### config.mk
export PLATFORM = sky130hd
export DESIGN_NAME = npcl_dist_unit
export DESIGN_NICKNAME = d
export VERILOG_FILES = /design/src/rtl/assert_macros.svh /design/src/rtl/npcl_pkg.sv /design/src/rtl/npcl_dist_unit.sv
export SDC_FILE = /design/constraint.sdc
export NUM_CORES = 1
export LEC_CHECK = 0
export BUFFER_PORTS_ARGS = -buffer_cell sky130_fd_sc_hd__buf_2
export CAP_MARGIN = 20
export CELL_PAD_IN_SITES_DETAIL_PLACEMENT = 0
export CELL_PAD_IN_SITES_GLOBAL_PLACEMENT = 1
export CORE_ASPECT_RATIO = 1.1
export CORE_MARGIN = 1
export CORE_UTILIZATION = 45
export DETAILED_ROUTE_END_ITERATION = 7
export GPL_TIMING_DRIVEN = 1
export HOLD_SLACK_MARGIN = 0.1
export PLACE_DENSITY_LB_ADDON = 0.1
export SETUP_SLACK_MARGIN = 0.2
export SLEW_MARGIN = 25
export SYNTH_ARGS = -nofsm -noshare
export SYNTH_HDL_FRONTEND = slang
export SYNTH_SLANG_ARGS = --single-unit
### constraint.sdc
create_clock -name aclk -period 3 [get_ports aclk]
set_input_delay 0 -clock aclk [delete_from_list [all_inputs] [get_ports aclk]]
set_output_delay 0 -clock aclk [all_outputs]
set_load 0.005 [all_outputs]
### src/rtl/assert_macros.svh
// assertion macros used by nearest_palette_color_lookup_unit
`ifndef ASSERT_MACROS_SVH
`define ASSERT_MACROS_SVH

`ifndef SYNTH

// property must hold at every rising clock edge outside reset
`define NPCL_ASSERT(lbl, clk, rstn, prop) \
    lbl: assert property (@(posedge clk) disable iff (!rstn) prop) \
        else $error("npcl assertion failed");

// expression must never be true outside reset
`define NPCL_ASSERT_NEVER(lbl, clk, rstn, expr) \
    lbl: assert property (@(posedge clk) disable iff (!rstn) !(expr)) \
        else $error("npcl forbidden condition seen");

`else

`define NPCL_ASSERT(lbl, clk, rstn, prop)

`define NPCL_ASSERT_NEVER(lbl, clk, rstn, expr)

`endif

`endif

### src/rtl/npcl_pkg.sv
`timescale 1ns / 1ps

package npcl_pkg;

    // sizes
    localparam int PALETTE_DEPTH_DEF = 256;
    localparam int CHAN_W            = 16;
    localparam int QUERY_W           = 5;
    localparam int DIST_W            = 18;
    localparam int CFG_IDX_W         = 4;
    localparam int CFG_DATA_W        = 9;

    // distance seed, above any reachable sum of three channel differences
    localparam logic [DIST_W-1:0] START_DISTANCE = 18'd196608;
    localparam logic [7:0]        NO_MATCH_INDEX = 8'hFF;
    localparam logic [2:0]        PREC_MAX       = 3'd5;

    // configuration register indexes
    typedef enum logic [CFG_IDX_W-1:0] {
        REG_USE_PALETTE   = 4'd0,
        REG_PALETTE_COUNT = 4'd1,
        REG_RED_PREC      = 4'd2,
        REG_RED_POS       = 4'd3,
        REG_GREEN_PREC    = 4'd4,
        REG_GREEN_POS     = 4'd5,
        REG_BLUE_PREC     = 4'd6,
        REG_BLUE_POS      = 4'd7
    } cfg_reg_t;

    // item opcodes
    typedef enum logic {
        OP_LOAD   = 1'b0,
        OP_LOOKUP = 1'b1
    } opcode_t;

    // sequencer states
    typedef enum logic [1:0] {
        ST_IDLE  = 2'd0,
        ST_SCAN  = 2'd1,
        ST_DRAIN = 2'd2,
        ST_EMIT  = 2'd3
    } fsm_state_t;

    // input beat
    typedef struct packed {
        logic               opcode;
        logic [7:0]         entry_slot;
        logic [CHAN_W-1:0]  entry_red;
        logic [CHAN_W-1:0]  entry_green;
        logic [CHAN_W-1:0]  entry_blue;
        logic [QUERY_W-1:0] query_red;
        logic [QUERY_W-1:0] query_green;
        logic [QUERY_W-1:0] query_blue;
    } in_item_t;

    // result beat
    typedef struct packed {
        logic [7:0] color_index;
        logic       no_match;
    } out_item_t;

    // one palette entry
    typedef struct packed {
        logic [CHAN_W-1:0] red;
        logic [CHAN_W-1:0] green;
        logic [CHAN_W-1:0] blue;
    } palette_entry_t;

    // sequencer to distance unit
    typedef struct packed {
        logic start;
        logic valid;
    } dist_ctl_t;

    // distance unit to sequencer
    typedef struct packed {
        logic busy;
        logic found;
    } dist_sts_t;

    // 5-bit channel to 16 bits: replicate to 8 bits, low byte zero
    function automatic logic [CHAN_W-1:0] widen(input logic [QUERY_W-1:0] c);
        return {c, c[4:2], 8'h00};
    endfunction

    // true-color packing of one channel
    function automatic logic [7:0] pack_channel(input logic [QUERY_W-1:0] c,
                                                input logic [2:0] prec,
                                                input logic [2:0] pos);
        logic [2:0] p;
        logic [2:0] rsh;
        logic [7:0] v;
        p   = (prec > PREC_MAX) ? PREC_MAX : prec;
        rsh = PREC_MAX - p;
        v   = {3'b000, c} >> rsh;
        return v << pos;
    endfunction

endpackage

### src/rtl/npcl_dist_unit.sv
`timescale 1ns / 1ps

module npcl_dist_unit #(
    parameter int AW = $clog2(npcl_pkg::PALETTE_DEPTH_DEF)
) (
    input  logic                     aclk,
    input  logic                     aresetn,
    input  npcl_pkg::dist_ctl_t      ctl,
    input  npcl_pkg::palette_entry_t entry,
    input  logic [AW-1:0]            entry_idx,
    input  npcl_pkg::palette_entry_t query,
    output npcl_pkg::dist_sts_t      sts,
    output logic [AW-1:0]            best_idx
);

    localparam int DW = npcl_pkg::DIST_W;
    localparam int CW = npcl_pkg::CHAN_W;

    logic [CW-1:0] diff_r_reg, diff_g_reg, diff_b_reg;
    logic          diff_vld_reg;
    logic [AW-1:0] diff_idx_reg;
    logic [DW-1:0] sum_reg;
    logic          sum_vld_reg;
    logic [AW-1:0] sum_idx_reg;
    logic [DW-1:0] best_reg;
    logic [AW-1:0] best_idx_reg;
    logic          found_reg;

    logic [CW-1:0] diff_r, diff_g, diff_b;
    logic [DW-1:0] sum_next;

    // absolute channel differences
    always_comb begin
        diff_r = (query.red   >= entry.red)   ? query.red   - entry.red
                                              : entry.red   - query.red;
        diff_g = (query.green >= entry.green) ? query.green - entry.green
                                              : entry.green - query.green;
        diff_b = (query.blue  >= entry.blue)  ? query.blue  - entry.blue
                                              : entry.blue  - query.blue;
    end

    assign sum_next = DW'(diff_r_reg) + DW'(diff_g_reg) + DW'(diff_b_reg);

    // pipeline valid bits
    always_ff @(posedge aclk) begin
        if (!aresetn) begin
            diff_vld_reg <= 1'b0;
            sum_vld_reg  <= 1'b0;
        end else begin
            diff_vld_reg <= ctl.valid;
            sum_vld_reg  <= diff_vld_reg;
        end
    end

    // difference and sum stages
    always_ff @(posedge aclk) begin
        diff_r_reg   <= diff_r;
        diff_g_reg   <= diff_g;
        diff_b_reg   <= diff_b;
        diff_idx_reg <= entry_idx;
        sum_reg      <= sum_next;
        sum_idx_reg  <= diff_idx_reg;
    end

    // running minimum, earliest entry kept on ties
    always_ff @(posedge aclk) begin
        if (!aresetn) begin
            found_reg <= 1'b0;
        end else if (ctl.start) begin
            found_reg <= 1'b0;
        end else if (sum_vld_reg && (sum_reg < best_reg)) begin
            found_reg <= 1'b1;
        end
    end

    always_ff @(posedge aclk) begin
        if (ctl.start) begin
            best_reg <= npcl_pkg::START_DISTANCE;
        end else if (sum_vld_reg && (sum_reg < best_reg)) begin
            best_reg     <= sum_reg;
            best_idx_reg <= sum_idx_reg;
        end
    end

    assign sts.busy  = diff_vld_reg | sum_vld_reg;
    assign sts.found = found_reg;
    assign best_idx  = best_idx_reg;

endmodule

==> impl_metrics.env <==
export IMPL_outcome="finished clean"
export IMPL_crit_chain="fa_1 > ha_1 > a21o_1 > a21oi_2 > o21ai_0 > and3_1 > o31a_1 > o21a_1 > xor2_1"
export IMPL_yosys_area_top_type="dfxtp_1"
export IMPL_netlist_top_cells_area="dfxtp_1, ha_1, mux2i_1, inv_1, fa_1"
export IMPL_start_util=0.466
export IMPL_fin_crit_sh=0.878
export IMPL_fp_dieW_um=135
export IMPL_yosysTopAreaCellShare=0.237
export IMPL_max_cap_violations=0
export IMPL_grtUsageTotal=0.210
export IMPL_path_class="flip-flop to flip-flop"
export IMPL_syn_cell_area_um2=8700
export IMPL_worstMarginPinSlew_ns=1.03
export IMPL_finClkSkew_ns=0.00815
export IMPL_min_path_type="input port to flip-flop"
export IMPL_power_mw=6.70
export IMPL_final_min_clock_period_ns=2.63
export IMPL_io_pin_count=118
export IMPL_grt_pass1_wl_mm=33.3
export IMPL_antenna_found_initial=0
export IMPL_ant_nets=0
export IMPL_fill_cells=1802
export IMPL_critPathTopFamily="compound AO/OA/AOI/OAI gates"
export IMPL_relSlewSlack=0.312
export IMPL_synthAdderAreaFrac=0.233
export IMPL_htreeDepth=3
export IMPL_synth_nets=1248
export IMPL_synth_simple_gate_area_frac=0.113
export IMPL_nNetsFinal=1392
export IMPL_area_delta_synth_final_pct=16.8
export IMPL_drive_gt1_frac=0.145
export IMPL_setup_tns_ns=0
export IMPL_numCtsBuffers=9
export IMPL_die_area_um2=19900
export IMPL_clockBufferDepth=2
export IMPL_placementRows=52
export IMPL_rsz0062_at_grt="yes"
export IMPL_ys_ff_latch=111
export IMPL_grt_max_degree=23
export IMPL_port_buffer_count=117
export IMPL_ys_warnings_count=0
export IMPL_setup_worst_path_start_class="flip-flop"
export IMPL_root_buffer="clkbuf_16"
export IMPL_multi_input_area_um2=5750
export IMPL_ys_async_sr_fraction=0
export IMPL_ys_flop_type="dfxtp_1"
export IMPL_path_buf_inv=0
export IMPL_grt_ovfl_total=0
export IMPL_seq_area_frac_synth=0.265
export IMPL_p_leak_nw=5.09
export IMPL_slew_violations=0
export IMPL_wire_per_inst_um=14.4
export IMPL_clkTransAtPathRegs_ns=0.08
export IMPL_clk_latency_ns=0.35
export IMPL_synth_edff_count=8
export IMPL_synth_top_family_by_area="adder cells"
export IMPL_crit_fanout=3
export IMPL_cts_tree="done"
export IMPL_drt_total_wl_mm=19.9
export IMPL_synth_compound_area_frac=0.191
export IMPL_muxShareOfSynthArea=0.0669
export IMPL_diodes=0
export IMPL_cp_required_ns=3.25
export IMPL_place_congestion=0.875
export IMPL_dp_hpwl_mm=16.4
export IMPL_finalSetupViolations=0
export IMPL_synth_xor_area_frac=0.0554
export IMPL_hold_viol_final=0
export IMPL_syn_inst=992
export IMPL_drt_initial_drc_count=394
export IMPL_crit_path_end_kind="flip-flop"
export IMPL_core_area_um2=18700
export IMPL_synth_avg_cell_area_um2=8.77
export IMPL_dpl_cell_count=1340
export IMPL_stdcell_count=1384
export IMPL_die_y_um=148
export IMPL_via_per_inst=5.18
export IMPL_drtPass1Iterations=5
export IMPL_power_density_nw_per_um2=660
export IMPL_synth_distinct_cells=64
export IMPL_clock_sinks=111
export IMPL_cp_data_arrival_time_ns=2.88
export IMPL_slowest_delay_ns=0.46
export IMPL_route_detailed_drc=0
export IMPL_slowest_stage="fa_1"
export IMPL_max_freq_mhz=380
export IMPL_via_count=7164
export IMPL_ff_latch_area_um2=2300
export IMPL_peakVddDrop_mv=0.451
export IMPL_grt_pass1_vias=6917
[area by class of cell]
class,instances,share of cell area
well taps,243,0.0299
clock buffers,9,0.0222
inverters,134,0.0495
multi-input cells,716,0.565
flip-flops and latches,111,0.227
repair buffers,164,0.0992
clock inverters,7,0.00714
[layer usage]
metal	GRT usage	vias up	share of wire
li1	-	3695	-
met1	0.282	3283	0.47
met2	0.343	162	0.47
met3	0.0233	24	0.038
met4	0.0815	0	0.022
met5	0	-	0
[power by group]
group | switching [mW] | internal, mW | total [mW]
logic | 1.78 | 1.60 | 3.38
clock network | 0.591 | 0.590 | 1.18
registers | 0.246 | 1.89 | 2.14
total | 2.61 | 4.09 | 6.70
[kinds of logic after synthesis]
group,after synthesis
XOR/XNOR,55
multiplexers,58
adder cells (fa/ha/maj),148
buffers and inverters,165
flip-flops,111
AND/OR/NAND/NOR,196
AO/OA/AOI/OAI,259
[layout by cell type (no fill, tap or decap), types with 4 or more instances in the layout]
cell type	count
o21bai_1	5
o31ai_1	4
a211o_1	5
and3_1	5
xor2_1	20
a31oi_1	9
dlygate4sd3_1	28
o21a_1	12
o41ai_1	4
a21o_1	30
nand2b_1	21
edfxtp_1	8
nor3b_1	4
ha_1	125
nor2b_1	18
buf_4	19
mux2i_1	57
xnor2_1	35
clkbuf_16	9
o211ai_1	4
nor2_1	54
o21ai_0	62
fa_1	23
inv_1	134
buf_2	117
a211oi_1	9
nand2_1	41
nor3_1	17
and2_1	8
a21oi_1	79
nand4_1	8
dfxtp_1	102
nand3_1	6
[path summary, 6_finish.rpt]
path              startpoint              to  slack, ns  cells past startpoint
max            diff_b_reg[2]     sum_reg[14]       0.37                      9
min                entry[31]  diff_g_reg[15]       0.10                      4
max reg2reg    diff_b_reg[2]     sum_reg[14]       0.37                      9
min reg2reg  diff_idx_reg[4]  sum_idx_reg[4]       0.33                      0
[worst min-delay path: stages]
cell and delay [ns]:
buf_2 0.10, inv_1 0.04, ha_1 0.19, xor2_1 0.08
[per-stage QoR]
| stage | util | area [um2] | hold slack [ns] | setup slack, ns |
|---|---|---|---|---|
| after floorplan | - | 8700 | 0.0277 | 0.374 |
| after global placement | 0.512 | 9570 | 0.102 | 0.244 |
| after detailed placement | 0.512 | 9570 | 0.104 | 0.171 |
| after CTS | 0.543 | 10100 | 0.101 | 0.206 |
| after global routing | 0.544 | 10200 | 0.120 | 0.185 |
| final | 0.544 | 10200 | 0.105 | 0.366 |
[what timing repair did]
item / in CTS / in global routing
hold buffers: 28 / 0
hold endpoints to repair: 40 / 0
setup endpoints to repair: 0 / 4
setup buffers: 0 / 0
resized for setup: 0 / 5
[Yosys cell counts, drive strengths merged, types with 17 or more instances]
master / count
nand2: 41
dfxtp: 103
nor2b: 19
o21ai: 63
clkbuf: 19
inv: 134
mux2i: 57
xor2: 20
xnor2: 35
ha: 125
nor3: 17
nand2b: 21
a21o: 30
fa: 23
nor2: 55
a21oi: 80
(Power assumes the default switching activity.)
